===== config.mk =====
export PLATFORM = sky130hd
export DESIGN_NAME = xorshift128_ranged_random_unit
export DESIGN_NICKNAME = d
export VERILOG_FILES = /design/src/rtl/xrr_pkg.sv /design/src/rtl/xrr_datapath.sv /design/src/rtl/xrr_sequencer.sv /design/src/rtl/xorshift128_ranged_random_unit.sv
export SDC_FILE = /design/constraint.sdc
export NUM_CORES = 1
export LEC_CHECK = 0
export BUFFER_PORTS_ARGS = -buffer_cell sky130_fd_sc_hd__buf_2
export CAP_MARGIN = 10
export CORE_ASPECT_RATIO = 1.2
export CORE_MARGIN = 5
export CORE_UTILIZATION = 43
export CTS_CLUSTER_SIZE = 24
export DETAILED_ROUTE_END_ITERATION = 8
export SLEW_MARGIN = 20
export SYNTH_ARGS = -nofsm -noshare
export SYNTH_HDL_FRONTEND = slang
export SYNTH_SLANG_ARGS = --single-unit

===== constraint.sdc =====
create_clock -name clk -period 4.7 [get_ports clk]
set_clock_uncertainty 0.2 [all_clocks]
set_input_delay 0.47 -clock clk [delete_from_list [all_inputs] [get_ports clk]]
set_output_delay 0.47 -clock clk [all_outputs]
set_load 0.02 [all_outputs]

===== src/rtl/xrr_pkg.sv =====
// ----------------------------------------------------------------------------
// xrr_pkg: shared types and constants of the ranged xorshift128 unit
// Payload structs, generator seeds and shifts, mode codes, microcode fields.
// ----------------------------------------------------------------------------
package xrr_pkg;

	// generator seeds and shift amounts
	localparam logic [31:0] SEED_X  = 32'd123456789;
	localparam logic [31:0] SEED_Y  = 32'd362436069;
	localparam logic [31:0] SEED_Z  = 32'd521288629;
	localparam logic [31:0] SEED_W  = 32'd88675123;
	localparam int          SHIFT_T = 11;
	localparam int          SHIFT_W = 19;
	localparam int          SHIFT_U = 8;

	localparam int WORD_W = 32;
	localparam int CNT_W  = $clog2(WORD_W);

	// request modes; code 3 falls back to the raw word
	localparam logic [1:0] ACT_RAW   = 2'd0;
	localparam logic [1:0] ACT_MOD   = 2'd1;
	localparam logic [1:0] ACT_RANGE = 2'd2;

	// sequencer
	localparam int STEP_W = 2;

	localparam logic [STEP_W-1:0] STEP_IDLE  = 2'd0;
	localparam logic [STEP_W-1:0] STEP_SETUP = 2'd1;
	localparam logic [STEP_W-1:0] STEP_DIV   = 2'd2;
	localparam logic [STEP_W-1:0] STEP_EMIT  = 2'd3;

	// jump conditions: true -> target, false -> next step
	localparam logic [1:0] COND_NO_REQ   = 2'd0;
	localparam logic [1:0] COND_SHORT    = 2'd1;
	localparam logic [1:0] COND_DIV_MORE = 2'd2;
	localparam logic [1:0] COND_OUT_FULL = 2'd3;

	typedef struct packed {
		logic [1:0]         action;
		logic [31:0]        upper;
		logic signed [31:0] lower;
	} req_t;

	typedef struct packed {
		logic [31:0] value;
		logic        zero_divisor;
	} rsp_t;

	typedef struct packed {
		logic              take_in;
		logic              setup;
		logic              div_step;
		logic              emit;
		logic [1:0]        cond;
		logic [STEP_W-1:0] target;
	} ctl_t;

	typedef struct packed {
		logic short_path;
		logic div_last;
		logic out_free;
	} sts_t;

endpackage


===== src/rtl/xrr_datapath.sv =====
// ----------------------------------------------------------------------------
// xrr_datapath: generator state, restoring divider and output register
// Driven by one control word per cycle from the sequencer.
// ----------------------------------------------------------------------------
module xrr_datapath (
	input  logic          clk,
	input  logic          arst_n,
	input  xrr_pkg::ctl_t ctl,
	input  logic          req_valid,
	input  xrr_pkg::req_t req,
	input  logic          rsp_ready,
	output logic          rsp_valid,
	output xrr_pkg::rsp_t rsp,
	output xrr_pkg::sts_t sts
);

	localparam int W = xrr_pkg::WORD_W;

	logic [W-1:0] x_q, y_q, z_q, w_q;
	logic [W-1:0] t_c, w_next_c;
	logic         adv_c;

	logic [1:0]         act_q;
	logic [W-1:0]       upper_q;
	logic signed [W-1:0] lower_q;

	logic [W-1:0]              dvs_q, dvd_q, rem_q;
	logic [xrr_pkg::CNT_W-1:0] cnt_q;
	logic                      raw_q, zero_q;

	logic [W-1:0] dvs_c;
	logic         raw_c, zero_c;
	logic [W:0]   trial_c, diff_c;
	logic         emit_c;
	logic [W-1:0] value_c;

	assign adv_c    = ctl.take_in & req_valid;
	assign t_c      = x_q ^ (x_q << xrr_pkg::SHIFT_T);
	assign w_next_c = w_q ^ (w_q >> xrr_pkg::SHIFT_W) ^ t_c ^ (t_c >> xrr_pkg::SHIFT_U);

	always_ff @(posedge clk or negedge arst_n) begin
		if (!arst_n) begin
			x_q <= xrr_pkg::SEED_X;
			y_q <= xrr_pkg::SEED_Y;
			z_q <= xrr_pkg::SEED_Z;
			w_q <= xrr_pkg::SEED_W;
		end else if (adv_c) begin
			x_q <= y_q;
			y_q <= z_q;
			z_q <= w_q;
			w_q <= w_next_c;
		end
	end

	// hold the request operands for the rest of the program
	always_ff @(posedge clk) begin
		if (adv_c) begin
			act_q   <= req.action;
			upper_q <= req.upper;
			lower_q <= req.lower;
		end
	end

	always_comb begin
		if (act_q == xrr_pkg::ACT_MOD) begin
			dvs_c = upper_q;
		end else begin
			dvs_c = upper_q - $unsigned(lower_q) + W'(1);
		end
		raw_c  = (act_q != xrr_pkg::ACT_MOD) && (act_q != xrr_pkg::ACT_RANGE);
		zero_c = !raw_c && (dvs_c == '0);
	end

	// restoring division, one quotient bit per cycle
	assign trial_c = {rem_q, dvd_q[W-1]};
	assign diff_c  = trial_c - {1'b0, dvs_q};

	always_ff @(posedge clk) begin
		if (ctl.setup) begin
			dvs_q  <= dvs_c;
			dvd_q  <= w_q;
			rem_q  <= '0;
			cnt_q  <= '0;
			raw_q  <= raw_c;
			zero_q <= zero_c;
		end else if (ctl.div_step) begin
			dvd_q <= {dvd_q[W-2:0], 1'b0};
			cnt_q <= cnt_q + 1'b1;
			if (trial_c >= {1'b0, dvs_q}) begin
				rem_q <= diff_c[W-1:0];
			end else begin
				rem_q <= trial_c[W-1:0];
			end
		end
	end

	always_comb begin
		if (zero_q) begin
			value_c = '0;
		end else if (raw_q) begin
			value_c = w_q;
		end else if (act_q == xrr_pkg::ACT_RANGE) begin
			value_c = rem_q + $unsigned(lower_q);
		end else begin
			value_c = rem_q;
		end
	end

	assign sts.out_free   = !rsp_valid || rsp_ready;
	assign sts.short_path = raw_c || zero_c;
	assign sts.div_last   = (cnt_q == xrr_pkg::CNT_W'(W - 1));
	assign emit_c         = ctl.emit && sts.out_free;

	always_ff @(posedge clk or negedge arst_n) begin
		if (!arst_n) begin
			rsp_valid <= 1'b0;
		end else if (emit_c) begin
			rsp_valid <= 1'b1;
		end else if (rsp_ready) begin
			rsp_valid <= 1'b0;
		end
	end

	always_ff @(posedge clk) begin
		if (emit_c) begin
			rsp.value        <= value_c;
			rsp.zero_divisor <= zero_q;
		end
	end

endmodule


===== src/rtl/xrr_sequencer.sv =====
// ----------------------------------------------------------------------------
// xrr_sequencer: microcode store and step counter
// Four control words; each names a jump condition and target.
// ----------------------------------------------------------------------------
module xrr_sequencer (
	input  logic          clk,
	input  logic          arst_n,
	input  logic          req_valid,
	input  xrr_pkg::sts_t sts,
	output xrr_pkg::ctl_t ctl
);

	localparam int STEPS = 2 ** xrr_pkg::STEP_W;

	// take_in, setup, div_step, emit, cond, target
	localparam xrr_pkg::ctl_t PROG [STEPS] = '{
		'{1'b1, 1'b0, 1'b0, 1'b0, xrr_pkg::COND_NO_REQ,   xrr_pkg::STEP_IDLE},
		'{1'b0, 1'b1, 1'b0, 1'b0, xrr_pkg::COND_SHORT,    xrr_pkg::STEP_EMIT},
		'{1'b0, 1'b0, 1'b1, 1'b0, xrr_pkg::COND_DIV_MORE, xrr_pkg::STEP_DIV},
		'{1'b0, 1'b0, 1'b0, 1'b1, xrr_pkg::COND_OUT_FULL, xrr_pkg::STEP_EMIT}
	};

	logic [xrr_pkg::STEP_W-1:0] step_q;
	logic                       jump_c;

	assign ctl = PROG[step_q];

	always_comb begin
		case (ctl.cond)
			xrr_pkg::COND_NO_REQ:   jump_c = !req_valid;
			xrr_pkg::COND_SHORT:    jump_c = sts.short_path;
			xrr_pkg::COND_DIV_MORE: jump_c = !sts.div_last;
			xrr_pkg::COND_OUT_FULL: jump_c = !sts.out_free;
			default:                jump_c = 1'b0;
		endcase
	end

	// fall through wraps from the emit step back to idle
	always_ff @(posedge clk or negedge arst_n) begin
		if (!arst_n) begin
			step_q <= xrr_pkg::STEP_IDLE;
		end else if (jump_c) begin
			step_q <= ctl.target;
		end else begin
			step_q <= step_q + 1'b1;
		end
	end

endmodule


===== src/rtl/xorshift128_ranged_random_unit.sv =====
// ----------------------------------------------------------------------------
// xorshift128_ranged_random_unit: ranged xorshift128 random number source
// Each request word advances the generator and returns raw, modulo or range.
// ----------------------------------------------------------------------------
//   channel | direction | handshake             | payload
//   req     | in        | req_valid / req_ready | xrr_pkg::req_t (action, upper, lower)
//   rsp     | out       | rsp_valid / rsp_ready | xrr_pkg::rsp_t (value, zero_divisor)
//
// One request at a time: modulo and range modes pass accept, setup, the divider
// steps and emit; raw words and zero divisors skip the divider steps. The
// restoring divider produces one quotient bit per cycle.
// Reset loads the seeds; the unit is ready as soon as reset is released.
// A stalled response holds the emit step; a new request is still taken while
// the previous response waits in the output register.
// ----------------------------------------------------------------------------
module xorshift128_ranged_random_unit (
	input  logic          clk,
	input  logic          arst_n,
	input  logic          req_valid,
	output logic          req_ready,
	input  xrr_pkg::req_t req,
	output logic          rsp_valid,
	input  logic          rsp_ready,
	output xrr_pkg::rsp_t rsp
);

	xrr_pkg::ctl_t ctl;
	xrr_pkg::sts_t sts;

	assign req_ready = ctl.take_in;

	xrr_sequencer u_seq (
		.clk       (clk),
		.arst_n    (arst_n),
		.req_valid (req_valid),
		.sts       (sts),
		.ctl       (ctl)
	);

	xrr_datapath u_dp (
		.clk       (clk),
		.arst_n    (arst_n),
		.ctl       (ctl),
		.req_valid (req_valid),
		.req       (req),
		.rsp_ready (rsp_ready),
		.rsp_valid (rsp_valid),
		.rsp       (rsp),
		.sts       (sts)
	);

	a_one_at_a_time: assert property (@(posedge clk) disable iff (!arst_n)
		(req_valid && req_ready) |=> !req_ready)
		else $error("request taken while another is in flight");

	a_rsp_from_emit: assert property (@(posedge clk) disable iff (!arst_n)
		$rose(rsp_valid) |-> $past(ctl.emit))
		else $error("response raised outside the emit step");

	a_zero_value: assert property (@(posedge clk) disable iff (!arst_n)
		(rsp_valid && rsp.zero_divisor) |-> (rsp.value == '0))
		else $error("zero divisor flagged with nonzero value");

endmodule

---- Word-level counts from Yosys, hierarchy flattened ----
Index checks and enable logic that the tools add are counted.
word-level totals
  register bits after elaboration ......... 333
  input bits .............................. 70
  output and inout port bits .............. 35
operators by class
  $add $sub $neg .......................... 6
  order comparisons ....................... 2
  eq/ne operators ......................... 8
  multiplexer cells ....................... 13
  bitwise gates (word level) .............. 6
  reduce and logical (&&, ||, !) cells .... 14
operator list
  kind                                                       count
  2-to-1 mux 32 bit                                          6
  subtractor 32 bit                                          2
  XOR 32 bit                                                 2
  greater-or-equal comparator 33 x 32 -> 1 bit               1
  adder 32 x 1 -> 32 bit (second input constant)             1
  adder 32 bit                                               1
  logical NOT 32 bit                                         1
  XOR 32 x 13 -> 32 bit                                      1
  XOR 32 x 24 -> 32 bit                                      1
  binary-select mux 8 bit (select 2 bit)                     1
  2-to-1 mux 8 bit                                           2
  equality test 2 bit (second input constant)                3
  adder 5 x 1 -> 5 bit (second input constant)               1
  equality test 5 bit (second input constant)                1
  logical NOT 1 bit                                          5
  equality test 2 x 1 -> 1 bit (second input constant)       2
  one-hot mux 1 bit (4 select lines)                         1
  nonzero test 2 bit                                         2
  greater-or-equal comparator 3 bit (second input constant)  1
  logical AND 1 bit                                          3
  NOT 2 -> 3 bit                                             1
  adder 2 x 1 -> 2 bit (second input constant)               1
  logical NOT 2 bit                                          1
  logical OR 1 bit                                           2
  5 further kinds                                            6

---- Depth between registers and ports, before layout ----
Gate-level depths: netlist (run 1).
  depth in word-level cells ............... 8
  gate-level depth with buffers ........... 17

---- Cells and area by module ----
From an unflattened synthesis (run 1), not the netlist that was laid out.
unflattened totals
  cell total of the unflattened synthesis .. 1808
  area total of the unflattened synthesis .. 19382.3 um2
modules (own cells, without submodules)
  module         instances  cells an instance  area each (um2)  sequential area each (um2)
  xrr_datapath   1          1791               19197.2          8999.9
  xrr_sequencer  1          17                 185.2            50.0

---- Worst setup path before layout (run 1) ----
OpenSTA, ideal clock, no wires.
  kind .................................... register -> register
  start ................................... register u_dp.lower_q[1]
  end ..................................... register u_seq.step_q[1] (netlist name)
  data arrival time ....................... 3.763 ns
  path slack .............................. 0.658 ns
  cell stages (with the launch flop) ...... 17
  path buffers ............................ 0
  clock period less this slack ............ 4.042 ns
  cells stage by stage .................... edfxtp_1 ha_1 inv_1 ha_1 inv_1 fa_1 nor2b_1 o31ai_1 a21o_1 a21o_1 o211ai_1 mux2_2 or4_1 nor4_1 nand4_1 o21ai_2 mux2i_1
on the way
  longest elaborated chain between the ends .. 8
RTL lines
  what                                RTL line             text
  start: declaration                  xrr_datapath.sv:25   logic signed [W-1:0] lower_q;
  start signal: assignment            xrr_datapath.sv:60   lower_q <= req.lower;
  subtractor 32 bit                   xrr_datapath.sv:68   dvs_c = upper_q - $unsigned(lower_q) + W'(1);
  adder 32 x 1 -> 32 bit              xrr_datapath.sv:68
  2-to-1 mux 32 bit                   xrr_datapath.sv:65   if (act_q == xrr_pkg::ACT_MOD) begin
  logical NOT 32 bit                  xrr_datapath.sv:71   zero_c = !raw_c && (dvs_c == '0);
  logical AND 1 bit                   xrr_datapath.sv:71
  logical OR 1 bit                    xrr_datapath.sv:110  assign sts.short_path = raw_c || zero_c;
  one-hot mux 1 bit (4 select lines)  xrr_sequencer.sv:29  case (ctl.cond)
  2-to-1 mux 2 bit                    xrr_sequencer.sv:42  end else if (jump_c) begin
  end signal: assignment              xrr_sequencer.sv:41  step_q <= xrr_pkg::STEP_IDLE;
  end signal: assignment              xrr_sequencer.sv:43  step_q <= ctl.target;
  end signal: assignment              xrr_sequencer.sv:45  step_q <= step_q + 1'b1;
  end: declaration                    xrr_sequencer.sv:23  logic [xrr_pkg::STEP_W-1:0] step_q;
No other way between the ends.
A chain may end at the register's enable or synchronous reset.

---- Worst setup path in the final report (run 1) ----
Ends and elaborated chain as after synthesis.

==> results.toml, run 1 <==
[logic_synthesis]
syn_avg_cell_area_um2 = 10.5
ys.flop_type = "edfxtp_1"
ys_ff_latch = 333
ys_warn_count = 0
synth_nets = 2055
synth_area_leaders = "edfxtp_1, dfrtp_1, ha_1"
synth_top_cell_by_area = "edfxtp_1"
ys_seq_area_share_pct = 46.5
syn_inst = 1849
synth_cell_types = 75
synthArstFlopShare_pct = 39.3
synth.top_cell.area_share_pct = 25.5
syn_area_mm2 = 0.0194
synth-edff-count = 165

[placed_design]
post-place-ws_ns = 0.102
gp_congestion = 0.930
dp_hpwl_mm = 36.6
io_buffers = 104

[die]
dieHeight_um = 243
num_rows = 85
initial_core_util_pct = 43.4
fp.dieArea_mm2 = 0.0496
die_w_um = 204
io_pins = 105
core_area_mm2 = 0.0448

[timing]
setup_viol = 0
hold_viol = 0
fin_crit_ns = 4.50
postLayoutSetupSlackWorst_ns = 0.200
report.final.slew_viol_count = 0
slew_headroom_pct = 39.8
max_freq_mhz = 222
worst_pin_slew_ns = 0.902
fin_crit_sh_pct = 95.7

[critical_path]
required_ns = 4.95
cpLargestDelayFamily = "simple AND/OR/NAND/NOR gates"
path_cells = "ha_1 -> inv_1 -> ha_2 -> inv_1 -> fa_1 -> nor2b_2 -> o31ai_1 -> a21o_1 -> a21o_1 -> o211ai_1 -> mux2_2 -> or4_1 -> nor4_2 -> buf_4 -> nand4_1 -> o21ai_2 -> mux2i_1"
path_buf_inv = 3
crit_path_max_incr_delay_ns = 0.49
crit_path_end_kind = "flop"
cp.arrival_ns = 4.75
startpoint_type = "flop"
crit_fanout = 3
cp_slowest_cell = "or4_1"
path_class = "reg -> reg"

[route]
wirelength_mm = 48.3
drtAntennaViolNets = 0
vias = 14054
drt-vias-per-instance = 5.32
drc = 0
routedWlPerCell_um = 18.3
drt_first_pass_iters = 5
drtIter0Drc = 748

[clock_network]
htreeDepth = 2
clk_pin_slew_ns = 0.06
cts_buffers = 37
cts_tree = "done"
clockBufferDepth = 3
cts.sinks = 333
insertion_delay_ns = 0.53
root_buffer = "clkbuf_16"

[status]
status = "complete, no violations"

[power]
leakage_nw = 9.42
ir_worst_vdd_mv = 0.337
powerDensity_mw_per_mm2 = 721

[grt]
grt_pass1_wl_mm = 76.7
grt_max_degree = 82
grt_pass1_vias = 14324
gr-total-overflow = 0
antenna_found_initial = 0
grt_usage_pct = 19.3

[cells_and_area]
area_growth_pct = 15.7
final_nets = 2215
fin_util_pct = 50.3
fillerInstances = 4050
n_antenna_cell = 0
drive_gt1_share_pct = 18.7
layout_commonest_cell = "edfxtp_1"
layout_common_cells = "edfxtp_1, nand2_1, nor2_1"

[flow_run]
max_cap_violations = 0

[hold_path]
hold_class = "in -> reg"
[per-stage QoR]
stage	total power, W	setup TNS [ns]	std cells	area, um2	hold slack, ns
final	0.0162	0	2644	22500	0.0626
after global routing	0.0174	-0.0300	2644	22500	0.0642
after CTS	0.0163	0	2641	22500	0.0375
after detailed placement	0.0134	0	2509	20700	0.266
after global placement	0.0133	0	2509	20700	0.260
after floorplan	0.0113	0	1849	19400	-0.0256
[worst min-delay path, delay by kind of cell]
family	cells	cell delay (ns)
buf+inv	1	0.09
simple gates	2	0.18
[synth_stat cells, types with 20 or more instances]
cell / n
mux2_2: 115
o21a_1: 20
o21ai_0: 81
dfstp_2: 61
a21oi_1: 121
nor3_1: 36
dfxtp_1: 37
ha_1: 133
inv_1: 120
clkbuf_1: 56
dfrtp_1: 70
xnor2_1: 111
xor2_1: 58
nand3_1: 21
a211oi_1: 39
nand2_1: 149
a21o_1: 33
nor2_1: 136
edfxtp_1: 165
mux2i_1: 34
[state kept, by name (all words and copies together) (netlist names)]
signal	count
u_dp.upper_q	32
u_dp.rsp	33
u_seq.step_q	2
u_dp.act_q	2
u_dp.cnt_q	5
u_dp.y_q	32
u_dp.x_q	32
u_dp.z_q	32
u_dp.rem_q	32
u_dp.dvs_q	32
u_dp.lower_q	32
u_dp.raw_q	1
u_dp.rsp_valid	1
u_dp.zero_q	1
u_dp.dvd_q	32
u_dp.w_q	32
[power by group]
group          total, W  internal, W  switching, W
clock network   0.00280      0.00163       0.00117
logic           0.00793      0.00341       0.00452
registers       0.00550      0.00464      0.000863
[kinds of logic (layout without fill, tap and decap cells)]
| family | count (synthesis) | in the layout | synth area share [%] |
|---|---|---|---|
| XOR/XNOR | 169 | 169 | 7.61 |
| multiplexers | 149 | 149 | 8.41 |
| AND/OR/NAND/NOR | 465 | 465 | 11.4 |
| AO/OA/AOI/OAI | 400 | 400 | 13.3 |
| adder cells (fa/ha/maj) | 136 | 136 | 8.87 |
| flip-flops | 333 | 333 | 46.5 |
| buffers and inverters | 197 | 383 | 3.89 |
[path summary, 6_finish.rpt]
path	to	startpoint	depth (start not counted)	slack [ns]
max	u_seq.step_q[1]	u_dp.lower_q[1]	17	0.20
min	u_dp.rsp_valid	rsp_ready	3	0.06
max reg2reg	u_seq.step_q[1]	u_dp.lower_q[1]	17	0.20
min reg2reg	u_dp.z_q[19]	u_dp.z_q[19]	2	0.27
max in group asynchronous	u_dp.x_q[24]	arst_n	3	2.93
min in group asynchronous	u_dp.w_q[2]	arst_n	2	0.37
[layout make-up]
cell class	count	area [um2]	share of cell area, %
Clock inverter	20	180	0.801
Inverter	122	460	2.05
Tap cell	609	762	3.39
Multi-Input combinational cell	1319	9680	43.0
Clock buffer	45	966	4.29
Sequential cell	333	9050	40.2
Timing Repair Buffer	196	1410	6.25
[timing repair]
action,in CTS,in global routing
endpoints found under the hold margin,97,0
setup endpoints to repair,0,2
setup buffers,0,3
gates resized for setup,0,3
hold buffers,67,0
[routing by layer]
layer | share of wire (%) | vias to the layer above | global-route usage [%]
met5 | 0 | - | 0
met4 | 3.9 | 0 | 6.82
met3 | 3.8 | 89 | 2.86
met2 | 51 | 295 | 34.5
met1 | 42 | 6697 | 23.7
li1 | - | 6973 | -
No activity file was read; power rests on OpenSTA's default activity.
==> run 2, diff against run 1 <==
ABC_AREA = 1   (was not set)
clock period = 4.2 ns   (was 4.7 ns; I/O delays follow)
==> run 2 against run 1 <==
Effect of this change:
- die area rose by 4.6%
- global-route usage is 3.1 points higher
- design area is 5.0% higher
==> results.toml, run 2 <==
[status]
status = "complete, no violations"

[clock_network]
cts_buffers = 39
cts_tree = "done"
cts.sinks = 333
cts_setup_buffers = 0
insertion_delay_ns = 0.56
root_buffer = "clkbuf_16"
htreeDepth = 2
clk_pin_slew_ns = 0.06
clockBufferDepth = 3

[critical_path]
crit_path_max_incr_delay_ns = 0.42
crit_top_cell = "nand2_1"
path_buf_inv = 3
startpoint_type = "flop"
cp_slowest_cell = "edfxtp_1"
crit_path_end_kind = "flop"
path_class = "reg -> reg"
required_ns = 4.45
crit_fanout = 4
cp.arrival_ns = 4.11
cpLargestDelayFamily = "simple AND/OR/NAND/NOR gates"

[cells_and_area]
largest_reg_flops = 33
fin_util_pct = 50.3
fillerInstances = 4509
drive_gt1_share_pct = 13.0
top_register = "u_dp.rsp"
layout_common_cells = "nand2_1, inv_1, a21oi_1"
final_nets = 2856
layout_commonest_cell = "nand2_1"
area_growth_pct = 15.9
regArea_mm2 = 0.00905
multiInputGateArea_mm2 = 0.00967

[die]
fp.dieArea_mm2 = 0.0519
dieHeight_um = 249
num_rows = 87
initial_core_util_pct = 43.5
core_area_mm2 = 0.0469
die_w_um = 209
io_pins = 105

[grt]
grt_usage_pct = 22.5
grt_pass1_vias = 17158
grt_pass1_wl_mm = 92.8
antenna_found_initial = 1
grt_max_degree = 85
gr-total-overflow = 0

[logic_synthesis]
synth.top_cell.area_share_pct = 24.3
synth_common_cells = "nand2_1, inv_1, a21oi_1"
synth_top_cell_by_area = "edfxtp_1"
ys_warn_count = 0
synth.most_common_cell = "nand2_1"
synth_area_leaders = "edfxtp_1, nand2_1, dfrtp_1"
synthArstFlopShare_pct = 39.3
syn_avg_cell_area_um2 = 8.23
syn_inst = 2478
synth_cell_types = 51
synth-edff-count = 165
ys_seq_area_share_pct = 44.4
ys_ff_latch = 333
synth_nets = 2684
syn_area_mm2 = 0.0204
ys.flop_type = "edfxtp_1"

[power]
leakage_nw = 10.9
ir_worst_vdd_mv = 0.357
powerDensity_mw_per_mm2 = 659

[route]
wirelength_mm = 59.0
drt-vias-per-instance = 5.07
drtIter0Drc = 1077
drtAntennaViolNets = 0
routedWlPerCell_um = 17.9
vias = 16767
drt_first_pass_iters = 6
drc = 0

[timing]
report.final.slew_viol_count = 0
finalSetupTns_ns = 0
timing.hold.ws_ns = 0.259
max_freq_mhz = 259
setup_viol = 0
fin_crit_sh_pct = 91.9
slew_headroom_pct = 32.0
hold_viol = 0
worst_pin_slew_ns = 1.02
fin_crit_ns = 3.86

[flow_run]
max_cap_violations = 0

[placed_design]
io_buffers = 104
dp_hpwl_mm = 46.5
gp_congestion = 0.874

[hold_path]
hold_class = "in -> async"
==> run 2: changes by cell type after synthesis, sizes merged, moves of 86 or more <==
cell   before  now
o21ai      84  193
mux2      115    0
nand3      21  107
a21oi     121  214
inv       120  370
nand2     149  613
==> run 2: logic make-up (layout without fill, tap and decap cells) <==
kind of cell             Yosys count  after routing  synth area share [%]
buffers and inverters            446            648                  8.45
AO/OA/AOI/OAI                    491            491                  14.1
AND/OR/NAND/NOR                  952            952                  19.4
flip-flops                       333            333                  44.4
adder cells (fa/ha/maj)          136            136                  8.46
other                              0              1                     0
XOR/XNOR                         120            120                  5.16
==> run 2: where the power goes <==
part / switching (W) / internal [W] / leakage (nW)
Sequential: 0.000710 / 0.00511 / 3.35
Combinational: 0.00435 / 0.00214 / 6.94
Clock: 0.00137 / 0.00189 / 0.585
==> run 2: timing repair <==
| item | 4_1_cts | 5_1_grt |
|---|---|---|
| setup endpoints to repair | 2 | 2 |
| gates resized for setup | 1 | 4 |
| endpoints found under the hold margin | 92 | 0 |
| hold buffers | 68 | 0 |
==> run 2: per-stage QoR <==
step,area (um2),instances,total power [W],setup slack (ns)
after detailed placement,21700,3164,0.0123,-0.0335
after CTS,23600,3303,0.0157,0.143
after global placement,21700,3164,0.0122,0.00182
after floorplan,20400,2478,0.0102,0.180
final,23600,3304,0.0156,0.340
after global routing,23600,3304,0.0168,-0.00147
==> run 2: worst paths after layout <==
kind	from	to	slack [ns]	cells after the start
min in group clk	req_valid	u_dp.x_q[4]	0.27	4
min reg2reg	u_dp.z_q[18]	u_dp.y_q[18]	0.28	2
min	arst_n	u_dp.rsp_valid	0.26	2
max in group asynchronous	arst_n	u_dp.z_q[27]	2.62	3
max reg2reg	u_dp.lower_q[1]	u_seq.step_q[1]	0.34	25
max	u_dp.lower_q[1]	u_seq.step_q[1]	0.34	25
==> run 2: per-layer routing <==
layer	track usage (%)	wire length [um]
met3	2.74	2040
met5	0	0
met1	26.8	23900
met2	40.9	30500
met4	9.05	2610
==> run 2: layout make-up <==
| cell class | count | share of cell area, % |
|---|---|---|
| multi-input combinational | 1699 | 40.9 |
| sequential | 333 | 38.3 |
| timing repair buffer | 202 | 6.31 |
| inverter | 375 | 5.97 |
| clock buffer | 57 | 4.64 |
| tap | 623 | 3.30 |
| clock inverter | 14 | 0.503 |
| antenna | 1 | 0.0106 |
